--- config.mk ---
export PLATFORM = sky130hd
export DESIGN_NAME = bsp_front_flat
export DESIGN_NICKNAME = d
export VERILOG_FILES = /design/src/rtl/block_sharing_profiler_core_defines.svh /design/src/rtl/bsp_pkg.sv /design/src/rtl/bsp_ifs.sv /design/src/rtl/bsp_front.sv /design/src/flat_wrapper.sv
export SDC_FILE = /design/constraint.sdc
export NUM_CORES = 1
export LEC_CHECK = 0
export BUFFER_PORTS_ARGS = -buffer_cell sky130_fd_sc_hd__buf_4
export CELL_PAD_IN_SITES_DETAIL_PLACEMENT = 0
export CELL_PAD_IN_SITES_GLOBAL_PLACEMENT = 1
export CORE_ASPECT_RATIO = 1.75
export CORE_MARGIN = 2
export CORE_UTILIZATION = 47
export DETAILED_ROUTE_END_ITERATION = 16
export HOLD_SLACK_MARGIN = 0.15
export PLACE_DENSITY = 0.83
export SYNTH_ARGS = -nofsm -noshare
export SYNTH_HDL_FRONTEND = slang
export SYNTH_SLANG_ARGS = --single-unit
--- constraint.sdc ---
create_clock -name i_clk -period 7.3 [get_ports i_clk]
set_clock_uncertainty 0.15 [all_clocks]
set_input_delay 1.46 -clock i_clk [delete_from_list [all_inputs] [get_ports i_clk]]
set_output_delay 1.46 -clock i_clk [all_outputs]
set_load 0.01 [all_outputs]
--- src/rtl/block_sharing_profiler_core_defines.svh ---
// Assertion macros for the sharing profiler
`ifndef BLOCK_SHARING_PROFILER_CORE_DEFINES_SVH
`define BLOCK_SHARING_PROFILER_CORE_DEFINES_SVH

// same-cycle implication
`define BSP_ASSERT_NOW(label, clk, rst_n, ante, cons, msg) \
    label: assert property (@(posedge clk) disable iff (!rst_n) (ante) |-> (cons)) \
        else $error(msg);

// next-cycle implication
`define BSP_ASSERT_NEXT(label, clk, rst_n, ante, cons, msg) \
    label: assert property (@(posedge clk) disable iff (!rst_n) (ante) |=> (cons)) \
        else $error(msg);

`endif

--- src/rtl/bsp_pkg.sv ---
// Shared types and constants of the sharing profiler
`default_nettype none
package bsp_pkg;
    localparam int ADDR_W       = 64;
    localparam int TID_W        = 3;
    localparam int SHIFT_W      = 4;
    localparam int BUCKET_W     = 4;
    localparam int COUNT_W      = 11;
    localparam int HIST_BUCKETS = 8;
    localparam logic [SHIFT_W-1:0]  SHIFT_RESET  = 4'd6;
    localparam logic [BUCKET_W-1:0] BUCKET_TOTAL = 4'd8;

    typedef enum logic {
        KIND_ACCESS = 1'b0,
        KIND_REPORT = 1'b1
    } t_kind;

    typedef enum logic [2:0] {
        ST_CLEAR,
        ST_IDLE,
        ST_READ,
        ST_CHECK,
        ST_REPORT
    } t_back_state;

    typedef struct packed {
        t_kind              kind;
        logic [TID_W-1:0]   tid;
        logic [ADDR_W-1:0]  block;
    } t_req;

    typedef struct packed {
        logic clearing;
    } t_status;
endpackage
`default_nettype wire

--- src/rtl/bsp_ifs.sv ---
// Channel interfaces: request, result and configuration
`default_nettype none
interface bsp_req_if import bsp_pkg::*; ();
    logic               valid;
    logic               ready;
    logic               kind;
    logic [TID_W-1:0]   thread_id;
    logic [ADDR_W-1:0]  byte_address;
    modport source (output valid, kind, thread_id, byte_address, input ready);
    modport sink   (input valid, kind, thread_id, byte_address, output ready);
endinterface


interface bsp_cfg_if import bsp_pkg::*; ();
    logic               valid;
    logic               ready;
    logic [SHIFT_W-1:0] data;
    modport source (output valid, data, input ready);
    modport sink   (input valid, data, output ready);
endinterface
`default_nettype wire

--- src/rtl/bsp_front.sv ---
// Front end: block shift register, request decode, two-entry request queue
`default_nettype none
module bsp_front import bsp_pkg::*; #(
    parameter int THREADS = 8
) (
    input  wire logic   i_clk,
    input  wire logic   i_rst_n,
    bsp_req_if.sink     i_req,
    bsp_cfg_if.sink     i_cfg,
    output logic        o_q_valid,
    input  wire logic   i_q_ready,
    output t_req        o_q_data
);
    logic [SHIFT_W-1:0] r_shift;
    t_req               r_buf [2];
    logic               r_wp, r_rp;
    logic [1:0]         r_cnt;
    logic               keep, push, pop;
    t_req               req_in;

    assign i_cfg.ready = 1'b1;
    assign i_req.ready = (r_cnt != 2'd2);

    always_comb begin
        req_in.kind  = t_kind'(i_req.kind);
        req_in.tid   = i_req.thread_id;
        req_in.block = i_req.byte_address >> r_shift;
    end

    // accesses from threads outside the profiled set are dropped here
    assign keep = (t_kind'(i_req.kind) == KIND_REPORT) || (int'(i_req.thread_id) < THREADS);
    assign push = i_req.valid && i_req.ready && keep;
    assign pop  = o_q_valid && i_q_ready;

    assign o_q_valid = (r_cnt != 2'd0);
    assign o_q_data  = r_buf[r_rp];

    always_ff @(posedge i_clk) begin
        if (!i_rst_n) begin
            r_shift <= SHIFT_RESET;
            r_wp    <= 1'b0;
            r_rp    <= 1'b0;
            r_cnt   <= 2'd0;
        end else begin
            if (i_cfg.valid) r_shift <= i_cfg.data;
            if (push) r_wp <= ~r_wp;
            if (pop)  r_rp <= ~r_rp;
            r_cnt <= r_cnt + {1'b0, push} - {1'b0, pop};
        end
    end

    always_ff @(posedge i_clk) begin
        if (push) r_buf[r_wp] <= req_in;
    end
endmodule
`default_nettype wire

--- src/flat_wrapper.sv ---
// flat-port wrapper written by rule: the top's interface ports become plain ports
module bsp_front_flat import bsp_pkg::*;
#(
    parameter int THREADS = 8
)
  (i_clk, i_rst_n, o_q_valid, i_q_ready, o_q_data, i_req_valid, i_req_kind, i_req_thread_id, i_req_byte_address, i_req_ready, i_cfg_valid, i_cfg_data, i_cfg_ready);
  bsp_req_if i_req_i ();
  bsp_cfg_if i_cfg_i ();
  input  wire logic i_clk;
  input  wire logic i_rst_n;
  output logic o_q_valid;
  input  wire logic i_q_ready;
  output t_req o_q_data;
  input wire logic [$bits(i_req_i.valid)-1:0] i_req_valid;
  input wire logic [$bits(i_req_i.kind)-1:0] i_req_kind;
  input wire logic [$bits(i_req_i.thread_id)-1:0] i_req_thread_id;
  input wire logic [$bits(i_req_i.byte_address)-1:0] i_req_byte_address;
  output wire logic [$bits(i_req_i.ready)-1:0] i_req_ready;
  input wire logic [$bits(i_cfg_i.valid)-1:0] i_cfg_valid;
  input wire logic [$bits(i_cfg_i.data)-1:0] i_cfg_data;
  output wire logic [$bits(i_cfg_i.ready)-1:0] i_cfg_ready;
  assign i_req_i.valid = i_req_valid;
  assign i_req_i.kind = i_req_kind;
  assign i_req_i.thread_id = i_req_thread_id;
  assign i_req_i.byte_address = i_req_byte_address;
  assign i_req_ready = i_req_i.ready;
  assign i_cfg_i.valid = i_cfg_valid;
  assign i_cfg_i.data = i_cfg_data;
  assign i_cfg_ready = i_cfg_i.ready;
  bsp_front #(.THREADS(THREADS)) u_core (.i_clk(i_clk), .i_rst_n(i_rst_n), .i_req(i_req_i), .i_cfg(i_cfg_i), .o_q_valid(o_q_valid), .i_q_ready(i_q_ready), .o_q_data(o_q_data));
endmodule
### Word-level counts from Yosys, hierarchy flattened

Memory sizes are Yosys's and may differ from the RTL's. A register that Yosys moved wholly into a read port is not among the register bits.
Cells that the tools add are included.

* flip-flop bits (word level): 8
* memory bits (writable): 136
* input bits: 77
* output and inout port bits: 71
* logic and storage cells: 18
* memories: 1

Memory list
* u_core.r_buf: depth 2, bits a word 68, rd ports 1, clocked after Yosys merged registers in 1, wr ports 1, line bsp_front.sv:15 `t_req r_buf [2];`

* add/sub/neg operators: 2
* eq/ne operators: 1
* shift operators: 1
* multiplexer cells: 4
* bitwise gates (word level): 2
* reductions and logical operators: 3

Operators with widths (count)
* 64-bit by 4-bit >> shifter with 64-bit output: 1
* 1-bit two-way mux: 4
* 2-bit by 1-bit adder with 2-bit output: 1
* 1-bit logical AND: 2
* 2-bit != test, second input constant: 1
* 1-bit inverter: 2
* 2-bit nonzero test: 1
* 2-bit by 1-bit subtractor with 2-bit output: 1

### Depth between registers and ports, before layout

Gate-level depths: netlist of run 1.

* depth after elaboration: 4
* gate-level depth with buffers: 7
* gate-level depth less buffers: 7

### Worst setup path after synthesis of run 1

Ideal clock, no wire load.

* path kind: input to register
* from: in i_req_valid
* to: mem u_core.r_buf[1][0] (netlist name) (enable)
* setup time: 0.434 ns
* arrival: 3.105 ns
* data required time: 6.716 ns
* path slack: 3.612 ns
* cell stages on the path: 1
* path buffers: 0
* cell sequence: and3_1

* word-level cells in the longest chain between the ends: 3

Ends and longest elaborated chain
* start: declaration: line flat_wrapper.sv:14 `input wire logic [$bits(i_req_i.valid)-1:0] i_req_valid;`
* 1-bit logical AND: line bsp_front.sv:32 `assign push = i_req.valid && i_req.ready && keep;`
* 1-bit two-way mux: line bsp_front.sv:53 `if (push) r_buf[r_wp] <= req_in;`
* 1-bit two-way mux (not written as such): line bsp_front.sv:53
* end: declaration: line bsp_front.sv:15

No other way between the ends.

==> results by group, run 1 <==
Timing
  • Setup_tns: 0 ns
  • FMAX: 273 MHz
  • Final Slew Violations: 0
  • Final Hold Fails: 0
  • Hold slack final: 0.372 ns
  • RSZ-0062 raised after global routing: no
  • Setup violations, final: 0
  • Pin slew with the least headroom to its limit: 1.10 ns
  • Slew HR: 26.3%
  • Final Cycle Share: 50.2%
  • Final Worst Setup Slack: 3.64 ns
  • Final min period: 3.66 ns

Critical path
  • Cells along the critical path: buf_4 > mux2_2 > buf_4
  • Type of origin of the critical path: register
  • Crit path kind: reg -> out
  • Worst Path Required: 5.69 ns
  • Most used cell, CP: buf_4
  • Critical Path AT: 2.05 ns
  • CP Max Fanout: 68
  • Critical Path End Type: output pin
  • Slowest stage cell, crit path: buf_4
  • Crit-path max cell delay: 0.66 ns

Clock tree
  • Clock latency on the worst-skew pair: 0.42 ns
  • Hold_buf cts: 0
  • Post-CTS Resized: 0
  • Postcts setup bufs: 0
  • Clock Path Buffers: 2
  • CTS tree: yes
  • Number of H-tree levels: 4
  • Num CTS Buffers: 17
  • # clock sinks: 145
  • Clock-pin slew on the worst setup and hold paths: 0.07 ns
  • Clock Tree Root: clkbuf_16

Logic synthesis
  • Syn_nets: 574
  • Register area share after synthesis: 51.8%
  • Synth top area share: 49.6%
  • Unique masters post-synth: 38
  • Ranking of synthesized cells by area: edfxtp_1 (50%), mux4_2 (18%), mux2i_1 (9.8%)
  • Leading area contributor after synthesis: edfxtp_1
  • Most common cell in the netlist: edfxtp_1
  • Netlist Area Pre-Place: 0.00823 mm2
  • Top FF cell, synth: edfxtp_1
  • Mean post-synth cell area: 16.6 um2
  • Synthesized instance count: 495
  • EDFF count, synth: 136
  • Syn. warnings: 0
  • Asr flop ratio synth: 0%
  • Synth cell count leaders: edfxtp_1 (136), mux2i_1 (81), mux2_2 (71)
  • Flops & latches, synth: 145

Outcome
  • Outcome: finished, final reports clean

Finish
  • Non-Filler Instances: 869
  • Synth-to-layout area growth: 22.0%
  • Nets: 704
  • Number of diodes: 0
  • Share of cells above drive strength 1: 51.6%

Global route
  • Vias in the first global route: 5271
  • Largest net degree at the start of global routing: 75
  • Antenna violations before repair: 0
  • Total Routing Usage GR: 20.4%
  • First-pass GRT wire length: 28900 um
  • Grt ovf: 0

Place
  • Placement Setup Slack: 4.04 ns
  • Placed cell count: 837
  • Placer Congestion: 0.815
  • Port bufs: 146
  • Post-DP HPWL: 13500 um

Floorplan
  • Chip height: 179 um
  • Die area: 0.0186 mm2
  • Core area: 0.0173 mm2
  • Die W: 104 um
  • Initial Util: 47.6%
  • Top Ports: 148
  • Row count: 64

Detailed routing
  • Routed Wire Length: 18900 um
  • DR iter-0 viols: 378
  • DRT Pass-1 Iters: 5
  • Wire per inst: 21.8 um
  • Vias: 5160
  • DRC Markers: 0
  • DRT antenna net count: 0
  • Vias per cell: 5.94

Worst hold path
  • Worst hold path class: reg -> reg

Pwr
  • PD cells: 294 mW/mm2
  • Maximum VDD drop: 0.215 mV
  • Leakage power: 3.77 nW

Run
  • Max-Cap Viols: 0
[cell type report]
cell class	instances	area [um2]
sequential	145	4270
clock buffer	18	429
clock inverter	14	183
timing repair buffer	152	1140
tap	231	289
inverter	7	26.3
fill	1393	7260
multi-input combinational	302	3700
[critical path: cells and delay by family, from the launching register on]
family   cells  cell delay [ns]
buf+inv      2             0.81
mux          1             0.45
flops        1             0.31
[flip-flops by register name (all words and copies together), names as in the netlist, named ones only]
name and count:
u_core.r_buf 136, u_core.r_cnt 2, u_core.r_rp 1, u_core.r_shift 4, u_core.r_wp 1
[logic make-up after synthesis]
family	after synthesis	share of synthesized area (%)
buffers and inverters	48	3.30
muxes	223	39.2
DFF	145	51.8
other	1	0.0455
and+or+nand+nor	36	2.17
adders and majority gates	2	0.304
xor gates and xnor gates	2	0.213
AOI/OAI and AO/OA	38	3.01
[final timing paths]
| check | start | end | slack (ns) | cells after the start |
|---|---|---|---|---|
| setup / recovery | register | o_q_data[19] | 3.64 | 3 |
| hold / removal | u_core.r_rp | u_core.r_rp | 0.37 | 2 |
| setup reg to reg | u_core.r_shift[0] | u_core.r_buf[1][25] | 4.42 | 2 |
| hold reg to reg | u_core.r_rp | u_core.r_rp | 0.37 | 2 |
[where the power goes]
group	switching, W	total [W]	internal [W]	leakage [nW]
clock	0.000348	0.000893	0.000545	0.300
sequential	0.0000527	0.00114	0.00108	1.35
combinational	0.000447	0.000923	0.000476	2.12
total	0.000848	0.00295	0.00211	3.77
[through the flow]
step / cell area, um2 / util (%) / power [W]
2_1_floorplan: 8230 / - / 0.00170
3_3_place_gp: 9430 / 54.5 / 0.00207
3_5_place_dp: 9430 / 54.5 / 0.00209
4_1_cts: 10000 / 58.1 / 0.00299
5_1_grt: 10000 / 58.1 / 0.00308
6_report: 10000 / 58.1 / 0.00295
[per-layer routing]
layer	vias up	GRT usage, %	wire [um]
li1	2302	-	-
met5	-	0	0
met1	2626	24.8	7390
met2	207	36.6	10200
met4	0	8.00	385
met3	25	3.20	965
[cell usage in the layout (no fill, tap or decap), drive strengths merged, types with 2 or more instances in the layout]
| cell | instances |
|---|---|
| buf | 152 |
| edfxtp | 136 |
| mux2i | 81 |
| mux2 | 71 |
| mux4 | 71 |
| clkbuf | 18 |
| a22oi | 12 |
| o21ai | 11 |
| nor2 | 10 |
| inv | 10 |
| dfxtp | 9 |
| nand2 | 8 |
| clkinv | 8 |
| nor3 | 5 |
| o22ai | 4 |
| and2 | 3 |
| o211ai | 3 |
| a21oi | 3 |
| bufinv | 3 |
| o21a | 2 |
| nor2b | 2 |
| nand3b | 2 |
| ha | 2 |
| and3 | 2 |
Power figures use the tool's default switching activity.
==> run 2: changes to the inputs <==
ABC_AREA = 1   (was not set)
CORE_UTILIZATION = 38   (was 47)
PLACE_DENSITY = 0.79   (was 0.83)
clock period = 3 ns   (was 7.3 ns; I/O delays follow)
==> results by group, run 2 <==
Worst hold path
  • Worst hold path class: in -> reg

Timing
  • FMAX: 391 MHz
  • Final Cycle Share: 85.2%
  • Pin slew with the least headroom to its limit: 0.690 ns
  • Setup violations, final: 0
  • Final min period: 2.56 ns
  • Final Slew Violations: 0
  • Final Hold Fails: 0
  • Slew HR: 54.0%
  • RSZ-0062 raised after global routing: no
  • Final Worst Setup Slack: 0.443 ns

Floorplan
  • Initial Util: 38.4%
  • Chip height: 198 um
  • Die area: 0.0228 mm2
  • Core area: 0.0213 mm2
  • Die W: 115 um
  • Top Ports: 148
  • Row count: 71

Place
  • Placement Setup Slack: 0.852 ns
  • Port bufs: 146
  • Placer Congestion: 0.898
  • Post-DP HPWL: 17300 um

Critical path
  • Crit path kind: reg -> out
  • CP Max Fanout: 43
  • Reg2Reg Setup Slack: 0.89 ns
  • Worst Path Required: 2.25 ns
  • Type of origin of the critical path: register
  • Critical Path End Type: output pin
  • Critical Path AT: 1.81 ns

Clock tree
  • Postcts setup bufs: 0
  • Hold_buf cts: 0
  • Clock-pin slew on the worst setup and hold paths: 0.06 ns
  • Num CTS Buffers: 17
  • Post-CTS Resized: 0
  • Clock latency on the worst-skew pair: 0.41 ns
  • Number of H-tree levels: 4
  • Clock Tree Root: clkbuf_16
  • # clock sinks: 145
  • CTS tree: yes
  • Clock Path Buffers: 2

Detailed routing
  • DR iter-0 viols: 516
  • DRT Pass-1 Iters: 6
  • Vias: 6982
  • Routed Wire Length: 22900 um
  • Wire per inst: 17.4 um
  • DRT antenna net count: 0
  • DRC Markers: 0
  • Vias per cell: 5.31

Logic synthesis
  • Register area share after synthesis: 52.0%
  • Mean post-synth cell area: 8.79 um2
  • Asr flop ratio synth: 0%
  • Synthesized instance count: 932
  • Top FF cell, synth: edfxtp_1
  • EDFF count, synth: 136
  • Most common cell in the netlist: nand2_1
  • Synth top area share: 49.8%
  • Leading area contributor after synthesis: edfxtp_1
  • Unique masters post-synth: 22
  • Syn. warnings: 0
  • Syn_nets: 1011
  • Netlist Area Pre-Place: 0.00819 mm2
  • Ranking of synthesized cells by area: edfxtp_1 (50%), nand2_1 (17%), nand3_1 (15%)
  • Flops & latches, synth: 145
  • Synth cell count leaders: nand2_1 (368), nand3_1 (242), edfxtp_1 (136)

Global route
  • Vias in the first global route: 6864
  • Grt ovf: 0
  • Largest net degree at the start of global routing: 69
  • Antenna violations before repair: 0
  • First-pass GRT wire length: 35100 um
  • Total Routing Usage GR: 20.2%

Finish
  • Share of cells above drive strength 1: 25.2%
  • Number of diodes: 0
  • Top reg by flops: u_core.r_buf
  • Most common cell after layout, fill and taps aside: nand2_1
  • Most frequent cells in the layout: nand2_1 (368), nand3_1 (242), buf_4 (156)
  • Max FFs per register: 136
  • Final core occ: 47.2%
  • Nets: 1127
  • Synth-to-layout area growth: 22.8%
  • Largest regs: u_core.r_buf (136), u_core.r_shift (4), u_core.r_cnt (2)

Pwr
  • Sw Ratio: 30.2%
  • Internal Power: 0.00489 W
  • PD cells: 697 mW/mm2
  • Logic gate share of total power: 31.4%
  • Maximum VDD drop: 0.391 mV
  • Sequential share of power: 39.2%
  • Clk pwr share: 29.4%
  • Leakage power: 4.39 nW
  • Net Switching: 0.00212 W

Outcome
  • Outcome: finished, final reports clean

Run
  • Max-Cap Viols: 0
==> run 2: cell count changes in the layout (fill, tap and decap cells not counted), moves of 5 or more <==
| cell | delta |
|---|---|
| a22oi_1 | -12 |
| buf_12 | +5 |
| mux2i_1 | -81 |
| mux4_2 | -67 |
| nand2_1 | +360 |
| nand3_1 | +241 |
==> run 2: critical path, cell delays in order (launching register included) <==
cell,delay (ns)
dfxtp_2,0.53
buf_12,0.28
mux2_2,0.39
buf_4,0.15
==> run 2: stage by stage <==
stage	power (W)	hold slack [ns]	setup TNS (ns)	area (um2)	cells
after floorplan	0.00408	0.275	-6.83	8200	932
after global placement	0.00499	0.286	0	9460	1284
after detailed placement	0.00502	0.301	0	9460	1284
after CTS	0.00708	0.211	0	10100	1316
after global routing	0.00737	0.214	0	10100	1316
final	0.00701	0.230	0	10100	1316
==> run 2: final cells by class <==
| cell class | count | area [um2] |
|---|---|---|
| clock buffers | 24 | 537 |
| fillers | 2099 | 11300 |
| well taps | 255 | 319 |
| repair buffers | 161 | 1270 |
| clock inverters | 8 | 63.8 |
| inverters | 12 | 45.0 |
| multi-input cells | 711 | 3550 |
| flip-flops and latches | 145 | 4270 |
==> run 2: power groups by stage <==
stage          combinational, W  sequential, W  clock [W]
6_report                0.00220        0.00275    0.00206
5_1_grt                 0.00242        0.00278    0.00217
4_1_cts                 0.00224        0.00276    0.00209
3_5_place_dp            0.00223        0.00279          0
3_3_place_gp            0.00221        0.00278          0
2_1_floorplan           0.00134        0.00274          0
==> run 2: final timing paths <==
| kind | startpoint | to | cells after the start |
|---|---|---|---|
| setup reg to reg | u_core.r_shift[1] | u_core.r_buf[1][10] | 7 |
| hold / removal | i_req_thread_id[1] | u_core.r_buf[1][65] | 1 |
| setup / recovery | register | o_q_data[22] | 3 |
| hold reg to reg | u_core.r_rp | u_core.r_rp | 1 |
==> run 2: cell families after synthesis <==
group	synth area share (%)
compound gates	0.947
simple gates	32.4
buf+inv	4.78
xor+xnor	0.107
flops	52.0
fa+ha+maj	0.305
mux	9.35
other cells	0.0458
==> run 2: metal layers <==
layer,vias up,track usage (%),routed length [um]
met5,-,0,0
met4,0,8.57,799
met3,42,2.36,755
met2,192,36.4,12100
met1,3292,23.8,9240
li1,3456,-,-
